==> src/hdl/tpt_pkg.sv <==
package tpt_pkg;

   localparam int CNT_W      = 7;
   localparam int CNT_LIMIT  = 64;
   localparam int DATA_W     = 32;
   localparam int NUM_W      = 17;
   localparam int DEN_W      = 14;
   localparam int OP_W       = 33;
   localparam int PROD_W     = OP_W + NUM_W;
   localparam int MAG_W      = 48;
   localparam int REM_W      = MAG_W - DATA_W;
   localparam int DIV_BITS   = 4;
   localparam int DIV_STAGES = DATA_W / DIV_BITS;
   localparam int LANE_LAT   = DIV_STAGES + 2;
   localparam int NUM_AXES   = 6;

   typedef struct packed {
      logic [CNT_W-1:0]                 index;
      logic [CNT_W-1:0]                 count;
      logic                             last;
      logic signed [NUM_W-1:0]          num;
      logic [DEN_W-1:0]                 den;
      logic [NUM_AXES-1:0][DATA_W-1:0]  target;
      logic [DATA_W-1:0]                move_time;
   } job_type;

   function automatic logic [DATA_W-1:0] sat_result(input logic [DATA_W-1:0] quo,
                                                     input logic neg, input logic ovf);
      logic [DATA_W-1:0] res;
      if (ovf) begin
         res = neg ? {1'b1, {(DATA_W-1){1'b0}}} : {1'b0, {(DATA_W-1){1'b1}}};
      end else if (!neg) begin
         res = quo[DATA_W-1] ? {1'b0, {(DATA_W-1){1'b1}}} : quo;
      end else begin
         res = (quo[DATA_W-1] && (quo[DATA_W-2:0] != '0)) ?
               {1'b1, {(DATA_W-1){1'b0}}} : (~quo + 1'b1);
      end
      return res;
   endfunction

endpackage

==> src/hdl/tpt_div_lane.sv <==
module tpt_div_lane (
   input  logic                               clock,
   input  logic                               advance,
   input  logic signed [tpt_pkg::OP_W-1:0]    op,
   input  logic signed [tpt_pkg::NUM_W-1:0]   fac,
   input  logic [tpt_pkg::DEN_W-1:0]          den,
   output logic [tpt_pkg::DATA_W-1:0]         quo,
   output logic                               neg,
   output logic                               ovf
);
   import tpt_pkg::*;

   logic signed [PROD_W-1:0] prod_ff;
   logic [DEN_W-1:0]         mden_ff;
   logic [PROD_W-1:0]        abs_prod;
   logic [MAG_W-1:0]         mag;

   logic [REM_W-1:0]  rem_ff [0:DIV_STAGES];
   logic [DATA_W-1:0] low_ff [0:DIV_STAGES];
   logic [DATA_W-1:0] quo_ff [0:DIV_STAGES];
   logic [DEN_W-1:0]  den_ff [0:DIV_STAGES];
   logic              neg_ff [0:DIV_STAGES];
   logic              ovf_ff [0:DIV_STAGES];

   always_comb begin
      abs_prod = prod_ff[PROD_W-1] ? (~prod_ff + 1'b1) : prod_ff;
      mag      = abs_prod[MAG_W-1:0] + MAG_W'(mden_ff >> 1);
   end

   always_ff @(posedge clock) begin
      if (advance) begin
         prod_ff   <= op * fac;
         mden_ff   <= den;
         rem_ff[0] <= mag[MAG_W-1:DATA_W];
         low_ff[0] <= mag[DATA_W-1:0];
         quo_ff[0] <= '0;
         den_ff[0] <= mden_ff;
         neg_ff[0] <= prod_ff[PROD_W-1];
         ovf_ff[0] <= (mag[MAG_W-1:DATA_W] >= REM_W'(mden_ff));
      end
   end

   for (genvar s = 0; s < DIV_STAGES; s++) begin : g_stage
      logic [REM_W-1:0]  rem_in;
      logic [DATA_W-1:0] low_in, quo_in;

      always_comb begin
         logic [REM_W-1:0] r;
         r      = rem_ff[s];
         low_in = low_ff[s];
         quo_in = quo_ff[s];
         for (int b = 0; b < DIV_BITS; b++) begin
            r      = {r[REM_W-2:0], low_in[DATA_W-1]};
            low_in = {low_in[DATA_W-2:0], 1'b0};
            if (r >= REM_W'(den_ff[s])) begin
               r      = r - REM_W'(den_ff[s]);
               quo_in = {quo_in[DATA_W-2:0], 1'b1};
            end else begin
               quo_in = {quo_in[DATA_W-2:0], 1'b0};
            end
         end
         rem_in = r;
      end

      always_ff @(posedge clock) begin
         if (advance) begin
            rem_ff[s+1] <= rem_in;
            low_ff[s+1] <= low_in;
            quo_ff[s+1] <= quo_in;
            den_ff[s+1] <= den_ff[s];
            neg_ff[s+1] <= neg_ff[s];
            ovf_ff[s+1] <= ovf_ff[s];
         end
      end
   end

   assign quo = quo_ff[DIV_STAGES];
   assign neg = neg_ff[DIV_STAGES];
   assign ovf = ovf_ff[DIV_STAGES];

endmodule

==> config.mk <==
export PLATFORM = sky130hd
export DESIGN_NAME = tpt_div_lane
export DESIGN_NICKNAME = d
export VERILOG_FILES = /design/src/hdl/tpt_pkg.sv /design/src/hdl/tpt_div_lane.sv
export SDC_FILE = /design/constraint.sdc
export NUM_CORES = 2
export LEC_CHECK = 0
export BUFFER_PORTS_ARGS = -buffer_cell sky130_fd_sc_hd__clkbuf_2
export CAP_MARGIN = 5
export CORE_ASPECT_RATIO = 2
export CORE_MARGIN = 3
export CORE_UTILIZATION = 55
export DETAILED_ROUTE_END_ITERATION = 8
export PLACE_DENSITY = 0.71
export SYNTH_ARGS = -nofsm -noshare
export SYNTH_HDL_FRONTEND = slang
export SYNTH_SLANG_ARGS = --single-unit
==> constraint.sdc <==
create_clock -name clock -period 17 [get_ports clock]
set_input_delay 1.7 -clock clock [delete_from_list [all_inputs] [get_ports clock]]
set_output_delay 1.7 -clock clock [all_outputs]
set_load 0.005 [all_outputs]
Word level (Yosys, flattened, before mapping)
Memories as Yosys holds them, arrays and structs flattened. Index checks and enable logic that the tools add are counted.

Add/subtract/negate cells: 34. Multipliers: 1. Magnitude comparators: 33. Muxes and demuxes: 67. Bitwise operators: 1.

Operators with widths (number): greater-or-equal comparator 16 x 14 -> 1 bit (33); 2-to-1 mux 15 bit (24); subtractor 15 x 14 -> 15 bit (24); 2-to-1 mux 16 bit (8); subtractor 16 x 14 -> 16 bit (8); multiplier 33 x 17 -> 50 bit (1); adder 48 x 1 -> 48 bit, second input constant (1); adder 48 x 13 -> 48 bit (1); 2-to-1 mux 48 bit (1); NOT 48 bit (1); 2-to-1 mux 1 bit (34).

Flip-flop bits (word level): 64. RAM bits: 864. Input bits: 66. Logic and storage cells: 144. Memories: 6.

Memory list: low_ff (depth 9, width 32, read ports 8, clocked after memory_dff 0, wr ports 9, line tpt_div_lane.sv:19) `logic [DATA_W-1:0] low_ff [0:DIV_STAGES];`; quo_ff (depth 9, width 32, read ports 9, clocked after memory_dff 0, wr ports 9, line tpt_div_lane.sv:20) `logic [DATA_W-1:0] quo_ff [0:DIV_STAGES];`; rem_ff (depth 9, width 16, read ports 8, clocked after memory_dff 0, wr ports 9, line tpt_div_lane.sv:18) `logic [REM_W-1:0] rem_ff [0:DIV_STAGES];`; den_ff (depth 9, width 14, read ports 8, clocked after memory_dff 0, wr ports 9, line tpt_div_lane.sv:21) `logic [DEN_W-1:0] den_ff [0:DIV_STAGES];`; neg_ff (depth 9, width 1, read ports 9, clocked after memory_dff 0, wr ports 9, line tpt_div_lane.sv:22) `logic neg_ff [0:DIV_STAGES];`; ovf_ff (depth 9, width 1, read ports 9, clocked after memory_dff 0, wr ports 9, line tpt_div_lane.sv:23) `logic ovf_ff [0:DIV_STAGES];`.

Logic depth before layout (Yosys ltp)
An unclocked memory read counts as a cell.

Word-level depth: 9. Mapped depth: 54.

Worst setup path before layout
Ideal clock, no wire load.

Kind: flip-flop to flip-flop. From: mem den_ff[5][1], in the netlist den_ff[0][71]. To: mem rem_ff[0][107] (netlist name) (data pin). Setup time: 261 ps. Arrival time: 10471 ps. Required time: 16739 ps. Path slack: 6268 ps. Stages on the path, launching flop included: 48. Period minus slack after synthesis: 10732 ps. Cells stage by stage: edfxtp_1 -> inv_1 -> fa_1 -> a211o_1 -> a2111oi_2 -> o21ai_1 -> a21oi_1 -> o21a_2 -> inv_2 -> buf_1 -> o21ai_0 -> fa_1 -> inv_1 -> a21oi_1 -> o21ai_0 -> o41ai_1 -> a221oi_1 -> or3_1 -> [12 not listed] -> a311o_1 -> a31oi_1 -> o2111ai_2 -> clkbuf_1 -> mux2i_1 -> ha_1 -> o21ai_0 -> a21oi_1 -> o21ai_0 -> a21boi_0 -> o21ai_0 -> a31oi_1 -> a21oi_1 -> o31ai_1 -> o21bai_1 -> nand2b_1 -> buf_4 -> a221o_1.

RTL lines (line): from (decl) (tpt_div_lane.sv:21); to (decl) (tpt_div_lane.sv:18).

==> flow_metrics.env <==
export IMPL_r2r_start="den_ff[0][43]$_DFFE_PP_"
export IMPL_arrival_ns=13.60
export IMPL_synthSimpleGateAreaFrac_pct=14.7
export IMPL_seq_area_frac_synth_pct=27.3
export IMPL_max_cap_violations=0
export IMPL_io_pins=100
export IMPL_ys_flop_type="edfxtp_1"
export IMPL_synthAdderAreaFrac_pct=28.4
export IMPL_viasPerCell=6.04
export IMPL_start_util_pct=55.5
export IMPL_htreeDepth=2
export IMPL_cts_tree="built"
export IMPL_hold_violations=0
export IMPL_dp_slack_ns=4.06
export IMPL_yosys_mux_area_fraction_pct=3.68
export IMPL_start_kind="register"
export IMPL_layout_drive_gt1_share_pct=6.57
export IMPL_hold_class="reg2reg"
export IMPL_ctsResizeCount=0
export IMPL_synth_top_area_cell="edfxtp_1"
export IMPL_reg2regPathDepth=42
export IMPL_die_h_um=497
export IMPL_antenna_found_initial=2
export IMPL_cp_required_ns=17.50
export IMPL_synth_top_family_by_area="adder cells"
export IMPL_first_iter_violations=2391
export IMPL_post_route_min_period_ns=13.09
export IMPL_dr_pass1_iters=5
export IMPL_clk_latency_ns=0.67
export IMPL_n_fill_cell=10400
export IMPL_rows=179
export IMPL_synthXorXnorAreaFrac_pct=5.92
export IMPL_routed_wl_um=183000
export IMPL_grt_pass1_wl_um=286000
export IMPL_postCtsSetupBuffers=0
export IMPL_cts_sinks=601
export IMPL_detail_route_wl_per_cell_um=21.6
export IMPL_synthDistinctLibCells=110
export IMPL_relSlewSlack_pct=29.9
export IMPL_r2r_end="rem_ff[0][66]$_DFFE_PP_"
export IMPL_gr_total_overflow=0
export IMPL_gp_congestion=0.978
export IMPL_area_growth_pct=5.70
export IMPL_synth_compound_area_share_pct=14.4
export IMPL_synth_top_area_share_pct=27.3
export IMPL_syn_area_um2=66200
export IMPL_numCtsBuffers=55
export IMPL_cp_slowest_stage_delay_ns=0.71
export IMPL_fp_dieW_um=251
export IMPL_hpwl_um=150000
export IMPL_slew_violations=0
export IMPL_fp_dieArea_um2=125000
export IMPL_synthArstFlopShare_pct=0
export IMPL_fin_nets=8104
export IMPL_synth_area_leaders="edfxtp_1 (27%), fa_1 (17%), ha_1 (11%), inv_1 (4.5%), nand2_1 (4.0%)"
export IMPL_worstSetupPathType="reg2reg"
export IMPL_syn_num_nets=8098
export IMPL_grtUsageTotal_pct=29.4
export IMPL_finClkSkew_ns=0.0469
export IMPL_rsz0062_at_grt="false"
export IMPL_status="finished, final reports clean"
export IMPL_critical_path_slowest_cell="o41ai_1"
export IMPL_period_share_pct=77.0
export IMPL_final_common_cell="inv_1"
export IMPL_fin_tns_setup_ns=0
export IMPL_tightest_slew_ns=1.04
export IMPL_path_clk_slew_ns=0.07
export IMPL_syn_area_per_cell_um2=9.63
export IMPL_ant_nets=0
export IMPL_cts_hold_buffers_added=0
export IMPL_end_kind="register"
export IMPL_crit_path_end="rem_ff[0][66]$_DFFE_PP_"
export IMPL_setup_worst_path_start="den_ff[0][43]$_DFFE_PP_"
export IMPL_hold_path_depth=0
export IMPL_grt_pass1_vias=54600
export IMPL_timing_fmax_ghz=0.0764
export IMPL_ys_ff_latch=601
export IMPL_setup_viol=0
export IMPL_synth_edf_count=601
export IMPL_ys_warn_count=0
export IMPL_io_buffers=99
export IMPL_cts_path_max_buffers=3
export IMPL_grt_start_max_net_pins=92
export IMPL_synthCells=6871
export IMPL_dr_total_vias=51100
export IMPL_crit_fanout=19
export IMPL_reg2reg_slack_ns=3.91
export IMPL_drc=0
export IMPL_setup_ws_ns=3.91
export IMPL_coreArea_um2=119000
export IMPL_cts_root_buffer="clkbuf_16"
export IMPL_layout_common_cells="inv_1 (800), nand2_1 (709), edfxtp_1 (601)"
==> synthesized netlist by cell type (87+ instances only) <==
cell type	count
a21o_1	129
a21oi_1	415
and2_1	227
clkbuf_1	150
edfxtp_1	601
fa_1	568
ha_1	593
inv_1	800
mux2_2	133
nand2_1	709
nand2b_1	120
nor2_1	376
nor2b_1	95
nor3_1	108
o21a_1	87
o21ai_0	332
xnor2_1	297
xor2_1	150
==> routing by layer <==
metal / track usage [%] / up-vias / share of wire (%) / routed length (µm)
met5: 0 / - / 0 / 0
met4: 22.9 / 0 / 9.2 / 16800
met3: 2.91 / 754 / 3.2 / 5790
met2: 60.5 / 1469 / 57 / 105000
met1: 25.2 / 25000 / 31 / 55900
li1: - / 23900 / - / -
==> layout make-up <==
cell class | count | area [µm²] | area share, %
diodes | 2 | 5.00 | 0.00715
clock buffers | 65 | 1460 | 2.08
clock inverters | 36 | 379 | 0.542
inverters | 811 | 3040 | 4.35
multi-input cells | 5280 | 44400 | 63.4
flip-flops and latches | 601 | 18000 | 25.8
well taps | 1538 | 1920 | 2.75
repair buffers | 128 | 721 | 1.03
==> cell families (layout without fill, tap and decap cells) <==
kind of cell | Yosys count | count (layout)
xor+xnor | 447 | 447
buf+inv | 990 | 1040
compound gates | 1464 | 1464
fa+ha+maj | 1161 | 1161
simple gates | 1986 | 1986
mux | 222 | 222
other cells | 0 | 2
flops | 601 | 601
==> registers in the layout, summed over array words and instances (netlist names) <==
signal	cells
neg_ff	9
prod_ff	49
ovf_ff	9
den_ff	112
rem_ff	120
mden_ff	14
quo_ff	144
low_ff	144
==> how the worst min path moves through the flow <==
stage / startpoint / endpoint / slack [ns]
after floorplan: low_ff[0][72]$_DFFE_PP_ / low_ff[0][108]$_DFFE_PP_ / 0.40
after global placement: quo_ff[1][106]$_DFFE_PP_ / quo_ff[2][14]$_DFFE_PP_ / 0.40
after detailed placement: low_ff[0][117]$_DFFE_PP_ / low_ff[0][153]$_DFFE_PP_ / 0.40
after CTS: low_ff[0][117]$_DFFE_PP_ / low_ff[0][153]$_DFFE_PP_ / 0.39
after global routing: quo_ff[1][38]$_DFFE_PP_ / quo_ff[1][74]$_DFFE_PP_ / 0.40
final: low_ff[0][117]$_DFFE_PP_ / low_ff[0][153]$_DFFE_PP_ / 0.40
==> worst max-delay path, delay by kind of cell (launching register included) <==
kind / cells / cell delay, ns
mux: 2 / 0.76
compound gates: 24 / 6.91
fa+ha+maj: 4 / 1.51
buf+inv: 4 / 1.14
flops: 1 / 0.52
simple gates: 8 / 2.11
==> stage by stage <==
stage               hold slack, ns  utilization, %  area [µm²]  cells
floorplan                    0.400               -       66200   6871
CTS                          0.392            58.7       69900   8458
finish                       0.398            58.7       70000   8461
global route                 0.402            58.7       70000   8460
global placement             0.401            57.2       68100   8357
detailed placement           0.405            57.2       68100   8357
Power is not shown: default switching activity piles up to over one toggle a cycle in this logic, so the estimate is an artifact.
