===== config.mk =====
export PLATFORM = sky130hd
export DESIGN_NAME = tpt_seq
export DESIGN_NICKNAME = d
export VERILOG_FILES = /design/src/hdl/tpt_pkg.sv /design/src/hdl/tpt_seq.sv
export SDC_FILE = /design/constraint.sdc
export NUM_CORES = 1
export LEC_CHECK = 0
export BUFFER_PORTS_ARGS = -buffer_cell sky130_fd_sc_hd__buf_2
export CELL_PAD_IN_SITES_DETAIL_PLACEMENT = 0
export CELL_PAD_IN_SITES_GLOBAL_PLACEMENT = 2
export CORE_MARGIN = 1
export CORE_UTILIZATION = 25
export CTS_BUF_LIST = sky130_fd_sc_hd__clkbuf_4
export CTS_CLUSTER_SIZE = 8
export DETAILED_ROUTE_END_ITERATION = 8
export PLACE_DENSITY_LB_ADDON = 0.25
export RECOVER_POWER = 100
export SYNTH_ARGS = -nofsm -noshare
export SYNTH_HDL_FRONTEND = slang
export SYNTH_SLANG_ARGS = --single-unit

===== constraint.sdc =====
create_clock -name clock -period 13 [get_ports clock]
set_clock_uncertainty 0.1 [all_clocks]
set_input_delay 1.3 -clock clock [delete_from_list [all_inputs] [get_ports clock]]
set_output_delay 1.3 -clock clock [all_outputs]
set_load 0.05 [all_outputs]

===== src/hdl/tpt_pkg.sv =====
package tpt_pkg;

   localparam int CNT_W      = 7;
   localparam int CNT_LIMIT  = 64;
   localparam int DATA_W     = 32;
   localparam int NUM_W      = 17;
   localparam int DEN_W      = 14;
   localparam int OP_W       = 33;
   localparam int PROD_W     = OP_W + NUM_W;
   localparam int MAG_W      = 48;
   localparam int REM_W      = MAG_W - DATA_W;
   localparam int DIV_BITS   = 4;
   localparam int DIV_STAGES = DATA_W / DIV_BITS;
   localparam int LANE_LAT   = DIV_STAGES + 2;
   localparam int NUM_AXES   = 6;

   typedef struct packed {
      logic [CNT_W-1:0]                 index;
      logic [CNT_W-1:0]                 count;
      logic                             last;
      logic signed [NUM_W-1:0]          num;
      logic [DEN_W-1:0]                 den;
      logic [NUM_AXES-1:0][DATA_W-1:0]  target;
      logic [DATA_W-1:0]                move_time;
   } job_type;

   function automatic logic [DATA_W-1:0] sat_result(input logic [DATA_W-1:0] quo,
                                                     input logic neg, input logic ovf);
      logic [DATA_W-1:0] res;
      if (ovf) begin
         res = neg ? {1'b1, {(DATA_W-1){1'b0}}} : {1'b0, {(DATA_W-1){1'b1}}};
      end else if (!neg) begin
         res = quo[DATA_W-1] ? {1'b0, {(DATA_W-1){1'b1}}} : quo;
      end else begin
         res = (quo[DATA_W-1] && (quo[DATA_W-2:0] != '0)) ?
               {1'b1, {(DATA_W-1){1'b0}}} : (~quo + 1'b1);
      end
      return res;
   endfunction

endpackage


===== src/hdl/tpt_seq.sv =====
module tpt_seq (
   input  logic                                         clock,
   input  logic                                         reset,
   input  logic                                         advance,
   input  logic                                         req_valid,
   output logic                                         req_ready,
   input  logic [tpt_pkg::NUM_AXES-1:0][tpt_pkg::DATA_W-1:0] target,
   input  logic [tpt_pkg::DATA_W-1:0]                   move_time,
   input  logic [tpt_pkg::CNT_W-1:0]                    segment_count,
   output logic                                         job_valid,
   output tpt_pkg::job_type                             job
);
   import tpt_pkg::*;

   logic                                busy_ff, busy_in;
   logic [CNT_W-1:0]                    cnt_ff, idx_ff;
   logic [NUM_AXES-1:0][DATA_W-1:0]     tgt_ff;
   logic [DATA_W-1:0]                   time_ff;
   logic                                job_valid_ff;
   job_type                             job_ff, job_in;
   logic [CNT_W-1:0]                    cnt_clamp;
   logic [2*CNT_W-1:0]                  ii, nn, inn;
   logic signed [19:0]                  ii_s, nn_s, inn_s, i_s, n_s;
   logic signed [19:0]                  num1, num2, num3;
   logic [CNT_W-1:0]                    k, q1, q3;
   logic [CNT_W+1:0]                    n3;

   assign cnt_clamp = (segment_count > CNT_W'(CNT_LIMIT)) ? CNT_W'(CNT_LIMIT) : segment_count;
   assign req_ready = !busy_ff;

   always_comb begin
      ii    = idx_ff * idx_ff;
      nn    = cnt_ff * cnt_ff;
      inn   = idx_ff * cnt_ff;
      ii_s  = $signed({6'd0, ii});
      nn_s  = $signed({6'd0, nn});
      inn_s = $signed({6'd0, inn});
      i_s   = $signed({13'd0, idx_ff});
      n_s   = $signed({13'd0, cnt_ff});
      num1  = ii_s <<< 3;
      num2  = (i_s <<< 3) - n_s;
      num3  = (inn_s <<< 4) - (nn_s * 20'sd5) - (ii_s <<< 3);
      k     = idx_ff - 1'b1;
      q1    = cnt_ff >> 2;
      n3    = {2'b00, cnt_ff} + {1'b0, cnt_ff, 1'b0};
      q3    = n3[CNT_W+1:2];
      job_in.index     = idx_ff;
      job_in.count     = cnt_ff;
      job_in.last      = (idx_ff == cnt_ff);
      job_in.target    = tgt_ff;
      job_in.move_time = time_ff;
      if (k < q1) begin
         job_in.num = num1[NUM_W-1:0];
         job_in.den = DEN_W'(nn * 2'd3);
      end else if (k < q3) begin
         job_in.num = num2[NUM_W-1:0];
         job_in.den = DEN_W'(cnt_ff) * DEN_W'(6);
      end else begin
         job_in.num = num3[NUM_W-1:0];
         job_in.den = DEN_W'(nn * 2'd3);
      end
      busy_in = busy_ff;
      if (busy_ff && advance && (idx_ff == cnt_ff)) begin
         busy_in = 1'b0;
      end else if (req_valid && !busy_ff) begin
         busy_in = (cnt_clamp != '0);
      end
   end

   always_ff @(posedge clock) begin
      if (reset) begin
         busy_ff      <= 1'b0;
         job_valid_ff <= 1'b0;
      end else begin
         busy_ff <= busy_in;
         if (advance) begin
            job_valid_ff <= busy_ff;
         end
      end
      if (req_valid && !busy_ff) begin
         tgt_ff  <= target;
         time_ff <= move_time;
         cnt_ff  <= cnt_clamp;
         idx_ff  <= CNT_W'(1);
      end else if (busy_ff && advance) begin
         idx_ff <= idx_ff + 1'b1;
      end
      if (advance) begin
         job_ff <= job_in;
      end
   end

   assign job_valid = job_valid_ff;
   assign job       = job_ff;

endmodule


== Word-level counts from Yosys, hierarchy flattened ==
Index checks and enable logic that the tools add are counted.

* Flip-flop bits (word level): 510
* Bits of input ports: 235
* Output and inout bits: 272

* Add/subtract/negate cells: 6
* Multiply operators: 6
* Magnitude comparators: 3
* Equal/unequal tests: 1
* Muxes and demuxes: 3
* Reductions and logical operators: 6

{| class="wikitable"
|+ Operators with widths
! cell !! number
|-
| 31-bit two-way mux || 2
|-
| 17-bit subtractor || 2
|-
| 7-bit by 7-bit multiplier with 14-bit output || 2
|-
| 14-bit by 3-bit multiplier with 17-bit output, second input constant || 1
|-
| 14-bit by 2-bit multiplier with 14-bit output, second input constant || 1
|-
| 7-bit by 7-bit multiplier with 13-bit output || 1
|-
| 10-bit by 7-bit subtractor with 11-bit output || 1
|-
| 7-bit by 8-bit adder with 9-bit output || 1
|-
| 7-bit by 2-bit multiplier with 9-bit output, second input constant || 1
|-
| 7-bit by 1-bit adder with 7-bit output, second input constant || 1
|-
| 7-bit == test || 1
|-
| 7-bit > comparator, second input constant || 1
|-
| 7-bit by 5-bit < comparator with 1-bit output || 1
|-
| 7-bit < comparator || 1
|-
| 7-bit two-way mux || 1
|-
| 7-bit nonzero test || 1
|-
| 7-bit by 1-bit subtractor with 7-bit output, second input constant || 1
|-
| 1-bit logical AND || 3
|-
| 2-bit OR reduction || 1
|-
| 1-bit zero test || 1
|}

== Depth between registers and ports, before layout ==
Gate-level depths: netlist of run 1.

* Word-level depth: 6
* Mapped depth: 32

== Worst setup path after synthesis of run 1 ==
Ideal clock, no wire load.

* Kind: in2reg
* Start point: input req_valid
* End point: register cnt_ff[0] (enable)
* Library setup time: 855 ps
* Arrival: 11,341 ps
* Setup slack: 705 ps
* Stages: 1
* Cells stage by stage: nor2b_1

* Word-level cells in the longest chain between the ends: 1

{| class="wikitable"
|+ RTL lines
! what !! RTL line !! source
|-
| from (decl) || tpt_seq.sv:5 || <nowiki>input logic req_valid,</nowiki>
|-
| 1-bit logical AND || tpt_seq.sv:80 || <nowiki>if (req_valid && !busy_ff) begin</nowiki>
|-
| to (signal assigned) || tpt_seq.sv:83 || <nowiki>cnt_ff <= cnt_clamp;</nowiki>
|-
| to (decl) || tpt_seq.sv:16 || <nowiki>logic [CNT_W-1:0] cnt_ff, idx_ff;</nowiki>
|}

Every way passes these cells.
A chain may end at the register's enable or synchronous reset.

== Worst setup path in the final report of run 1 ==
* Start point: input req_valid
* End point: register time_ff[2] (enable)

* Word-level cells in the longest chain between the ends: 1

{| class="wikitable"
|+ RTL lines
! what !! RTL line !! source
|-
| 1-bit logical AND || tpt_seq.sv:80 ||
|-
| to (signal assigned) || tpt_seq.sv:82 || <nowiki>time_ff <= move_time;</nowiki>
|-
| to (decl) || tpt_seq.sv:18 || <nowiki>logic [DATA_W-1:0] time_ff;</nowiki>
|}

Every way passes these cells.

==> metrics.yaml, run 1 <==
cts:
  path_clk_slew_ns: 0.06
  worstSkewPairLatency_ns: 0.97
  cts.path.max_buffers: 3
  cts.repair.resized: 0
  cts_buffers: 141
  htreeDepth: 4
  cts_hold_buf: 0
  cts_tree: "built"
  cts_setup_buffers: 0
  root_buffer: "clkbuf_4"
  cts_sinks: 510
placement:
  gp_routability_congestion: 0.812
  dp.cells: 3109
  hpwlAfterDp_mm: 48.9
  io_buffers: 506
  dpl-instance-area_mm2: 0.0266
yosys:
  syn-num-nets: 1914
  synth_edf_count: 501
  synthAdderAreaFrac_pct: 15.4
  synthMuxAreaShare_pct: 0.538
  ys_ff_latch: 510
  synthDistinctLibCells: 66
  synth_area_mm2: 0.0225
  async_reset_ff_share_pct: 0
  avgSynthCellArea_um2: 15.6
  yosysWarnings: 0
  synth_compound_area_share_pct: 4.78
  synthCells: 1445
  ys.flop_type: "edfxtp_1"
  synth-simple-area-share_pct: 5.45
  yosysSeqAreaShare_pct: 67.6
  synth_top_family_by_area: "adder cells"
  synthXorXnorAreaFrac_pct: 3.07
detailed_routing:
  drc: 0
  ant_nets: 0
  dr.pass1.iters: 5
  wl_mm: 64.6
  drt_iter0_markers: 723
  wl_per_cell_um: 19.3
  via_count: 13800
  detail_route.vias_per_cell: 4.12
run_status:
  outcome: "finished, violations left"
  violations: "capacitance limit, slew limit"
job:
  maxCapViolCount: 8
global_routing:
  grtUsageTotal_pct: 13.7
  grt_pass1_vias: 14300
  overflow: 0
  grt_max_degree: 90
  antenna_found_initial: 5
  grt_pass1_wl_mm: 91.0
setup_path:
  rr_endpoint: "job[254]"
  rr_worst_depth: 27
  rr_startpoint: "cnt_ff[5]"
  path_max_fanout: 78
  rrSetupSlack_ns: 4.11
  startpoint_type: "input port"
  end_kind: "register"
  required_ns: 13.35
  cp.arrival_ns: 9.51
  path_class: "in -> reg"
timing:
  relSlewSlack_pct: -228
  setup_tns_ns: 0
  hold_viol_final: 0
  min_period_ns: 9.16
  finalSetupViolCount: 0
  rsz0062_at_grt: "no"
  fin_crit_sh_pct: 70.5
  clock.fmax_mhz: 109
  slew_violations: 441
  tightest_slew_ns: 4.92
final_layout:
  final_cell_mix: "edfxtp_1, clkbuf_1, buf_2"
  drive_above_1_share_pct: 21.2
  stdcell_area_mm2: 0.0279
  layout_commonest_cell: "edfxtp_1"
  area_growth_pct: 23.9
  nNetsFinal: 2556
  post-route-util_pct: 31.4
  layoutNonFillerInstCount: 3348
  fill_cells: 9084
power:
  peakVddDrop_v: 0.000118
  power_density_mw_per_mm2: 199
  power.leakage_nw: 11.2
die:
  start_util_pct: 25.4
  core_area_mm2: 0.0888
  chipHeight_um: 302
  fp.dieW_um: 302
  dieArea_mm2: 0.0914
  row_count: 109
  io-pin-count: 507
worst_hold_path:
  hp-class: "reg -> reg"
  hold_end: "job[98]"
  hold_path_depth: 0
  hp-start: "job_in[98]"
## cells in the mapped netlist, drive strengths merged, types with 8 or more instances
library cell  number  share of area [%]
nand3             13               0.29
o21a              14               0.47
a21oi             49                1.1
dfxtp              9               0.80
and2              24               0.69
inv              165                2.7
nor3              14               0.31
fa                72                6.4
nand2b             8               0.22
a21o              16               0.53
nand2             66                1.1
xnor2             61                2.4
clkbuf            24               0.40
ha               162                9.0
xor2              18               0.70
nor2b             19               0.53
mux2i             11               0.49
edfxtp           501                 67
o21ai             35               0.78
nor2              79                1.3
## stage by stage
| step | hold WS [ns] | power, mW | worst slack, ns |
|---|---|---|---|
| after CTS | 0.208 | 5.69 | 4.31 |
| after detailed placement | 0.305 | 4.20 | 4.37 |
| after global placement | 0.300 | 4.20 | 4.56 |
| after floorplan | 0.300 | 3.64 | 0.705 |
| final | 0.292 | 5.56 | 3.84 |
| after global routing | 0.213 | 5.97 | 3.09 |
## worst max path at each step
stage,from,end,slack [ns],cells after the start
global route,req_valid,job_in[191],3.09,5
finish,req_valid,time_ff[2],3.84,5
global placement,cnt_ff[2],job[254],4.56,30
floorplan,req_valid,cnt_ff[0],0.70,1
CTS,cnt_ff[2],job[254],4.31,29
detailed placement,cnt_ff[2],job[254],4.37,29
## cells by family (layout without fill, tap and decap cells)
group	count (synthesis)	in the layout
flops	510	510
xor+xnor	79	79
buf+inv	191	921
simple gates	255	255
other cells	0	8
fa+ha+maj	234	234
compound gates	164	164
mux	12	12
## power breakdown
part / switching, mW / leakage, nW / internal (mW)
Sequential: 0.0393 / 4.93 / 1.98
Clock: 0.665 / 1.04 / 0.768
Combinational: 1.34 / 5.26 / 0.766
## state kept, by name, indices dropped and copies added (netlist names)
register and cells:
busy_ff 1, cnt_ff 7, idx_ff 7, job 270
job_in 192, job_valid 1, time_ff 32
## worst max-delay path, stage by stage
cell and delay [ns]:
clkbuf_1 0.45, nor2b_1 0.39, clkbuf_1 1.92, clkbuf_1 1.97, clkbuf_1 3.32
## metal layers
metal	up-vias	track usage [%]	share of wire, %
met1	6706	14.7	37
li1	6547	-	-
met4	2	5.18	1.9
met5	-	0	0.020
met2	440	25.1	54
met3	89	3.92	6.9
## final cells by class
cell class,instances,area (µm²),area share [%]
multi-input cells,744,6590,23.6
repair buffers,525,2260,8.10
clock buffers,200,1500,5.38
flip-flops and latches,510,15200,54.5
well taps,1165,1460,5.22
clock inverters,31,251,0.901
inverters,165,619,2.22
diodes,8,20.0,0.0717
(Power assumes the default switching activity.)
==> run 2, diff against run 1 <==
==> constraint.sdc (replaced) <==
create_clock -name clock -period 7.55 [get_ports clock]
set_clock_uncertainty 0.1 [all_clocks]
set_input_delay 0.755 -clock clock [delete_from_list [all_inputs] [get_ports clock]]
set_output_delay 0.755 -clock clock [all_outputs]
set_load 0.05 [all_outputs]
==> metrics.yaml, run 2 (synthesis results as in run 1) <==
run_status:
  outcome: "finished, violations left"
  violations: "capacitance limit, slew limit"
final_layout:
  multi_input_area_mm2: 0.00684  # +3.9%
  fill_cells: 8953  # -1.4%
  largest_reg_flops: 270  # unchanged
  drive_above_1_share_pct: 23.4  # +2.1 points
  nNetsFinal: 2853  # +12%
  post-route-util_pct: 35.0  # +3.5 points
  area_growth_pct: 37.8
  seqCellArea_mm2: 0.0152  # unchanged
  final_cell_mix: "edfxtp_1, clkbuf_1, dlygate4sd3_1"
  layout_commonest_cell: "edfxtp_1"
detailed_routing:
  dr.pass1.iters: 7  # +2
  ant_nets: 0  # unchanged
  wl_mm: 67.7  # +4.8%
  via_count: 15000  # +9.1%
  drc: 0  # unchanged
  wl_per_cell_um: 18.5  # -4.0%
  drt_iter0_markers: 672  # -7.1%
  detail_route.vias_per_cell: 4.11  # -0.12%
setup_path:
  rrSetupSlack_ns: 0.27  # -3.84 ns
  cp.arrival_ns: 7.90  # -1.61 ns
  path_class: "reg -> reg"
  crit_family: "adder cells"
  cpMostUsedCell: "fa_1"
  cpMaxStageDelayCell: "fa_1"
  rr_startpoint: "cnt_ff[1]"
  startpoint_type: "register"
  required_ns: 8.16  # -5.19 ns
  rr_endpoint: "job[254]"
  end_kind: "register"
  slowest_delay_ns: 0.53  # -2.79 ns
  crit_buf_inv: 8  # +4
  path_max_fanout: 4  # -95%
  rr_worst_depth: 31  # +15%
timing:
  relSlewSlack_pct: -203  # +26 points
  clock.fmax_mhz: 137
  fin_crit_sh_pct: 96.5
  slew_violations: 485  # +10%
  hold_viol_final: 0  # unchanged
  tightest_slew_ns: 4.54  # -0.383 ns
  finalSetupViolCount: 0  # unchanged
  min_period_ns: 7.28
  whs_ns: 0.280  # -0.0117 ns
worst_hold_path:
  hp-start: "job_in[126]"
  hold_path_depth: 0  # unchanged
  hp-class: "reg -> reg"
  hold_end: "job[126]"
die:
  fp.dieW_um: 302  # unchanged
  row_count: 109  # unchanged
  start_util_pct: 25.4  # unchanged
  core_area_mm2: 0.0888  # unchanged
  dieArea_mm2: 0.0914  # unchanged
  chipHeight_um: 302  # unchanged
  io-pin-count: 507  # unchanged
global_routing:
  grtUsageTotal_pct: 14.3  # +0.66 points
  antenna_found_initial: 4  # -1
  overflow: 0  # unchanged
  grt_pass1_wl_mm: 96.0  # +5.5%
  grt_max_degree: 138  # +53%
  grt_pass1_vias: 15700  # +9.6%
cts:
  worstSkewPairLatency_ns: 0.99  # +0.02 ns
  htreeDepth: 4  # unchanged
  cts.path.max_buffers: 3  # unchanged
  root_buffer: "clkbuf_4"
  path_clk_slew_ns: 0.07  # about the same
  cts_tree: "built"
  cts_buffers: 145  # +2.8%
  cts_sinks: 510  # unchanged
placement:
  hpwlAfterDp_mm: 49.8  # +1.8%
  io_buffers: 506  # unchanged
  gp_routability_congestion: 0.779  # -4.1%
power:
  power.leakage_nw: 12.6  # +12%
  power_density_mw_per_mm2: 330  # +66%
  peakVddDrop_v: 0.000399  # +240%
job:
  maxCapViolCount: 7  # -1
## run 2: changes by cell type in the layout (fill, tap and decap cells not counted), moves of 7 or more
| cell | change |
|---|---|
| a21oi_1 | -7 |
| dlygate4sd3_1 | +234 |
| a21oi_2 | +7 |
| inv_2 | +8 |
| ha_1 | -10 |
| inv_1 | -8 |
| ha_4 | +9 |
| buf_4 | +60 |
| clkbuf_4 | +13 |
## run 2: layer usage
layer | global-route usage, % | share of wire (%) | wire (µm) | vias up
li1 | - | - | - | 7150
met1 | 15.9 | 39 | 26300 | 7301
met2 | 25.2 | 52 | 35300 | 461
met3 | 4.26 | 6.3 | 4250 | 118
met4 | 6.29 | 2.8 | 1890 | 4
met5 | 0 | 0.047 | 32 | -
## run 2: how the worst max path moves through the flow
stage / start / end / slack [ns] / depth (start not counted)
global placement: cnt_ff[4] / job[254] / 0.02 / 31
floorplan: cnt_ff[1] / job[254] / 0.005 / 31
CTS: cnt_ff[3] / job[254] / 0.01 / 31
detailed placement: cnt_ff[4] / job[254] / 0.03 / 31
global route: cnt_ff[1] / job[254] / -0.06 / 32
finish: cnt_ff[1] / job[254] / 0.27 / 31
## run 2: layout make-up
cell class | instances | area share [%]
clock inverters | 36 | 0.786
diodes | 5 | 0.0403
flip-flops and latches | 510 | 49.0
repair buffers | 818 | 16.3
clock buffers | 213 | 5.15
multi-input cells | 744 | 22.0
inverters | 165 | 1.99
well taps | 1165 | 4.69
## run 2: where the power goes
group,switching (mW),leakage (nW),internal (mW)
clock,1.20,1.09,1.37
combinational,2.45,6.57,1.75
sequential,0.0626,4.93,3.41
## run 2: stage by stage
step	cells	TNS [ns]	cell area [µm²]	worst slack, ns	total power [mW]
after global routing	3656	-0.0703	31100	-0.0627	11.0
after global placement	3165	0	27000	0.0233	7.51
after detailed placement	3165	0	27000	0.0255	7.47
final	3656	0	31100	0.266	10.2
after CTS	3649	0	31200	0.0104	10.3
after floorplan	1445	0	22500	0.00467	6.26
## run 2: repair_timing
action / CTS / global route
gates resized for setup: 1 / 48
hold endpoints to repair: 280 / 0
setup buffers: 1 / 3
pin swaps: 0 / 29
hold buffers: 234 / 0
endpoints found under the setup margin: 1 / 5
## run 2: worst reg2reg max path, delay by kind of cell, from the launching register on
kind | cells | cell delay, ns
flip-flops | 1 | 0.41
buffers and inverters | 8 | 0.53
adder cells (fa/ha/maj) | 9 | 3.53
XOR/XNOR | 2 | 0.32
AND/OR/NAND/NOR | 7 | 1.31
AO/OA/AOI/OAI | 5 | 0.84
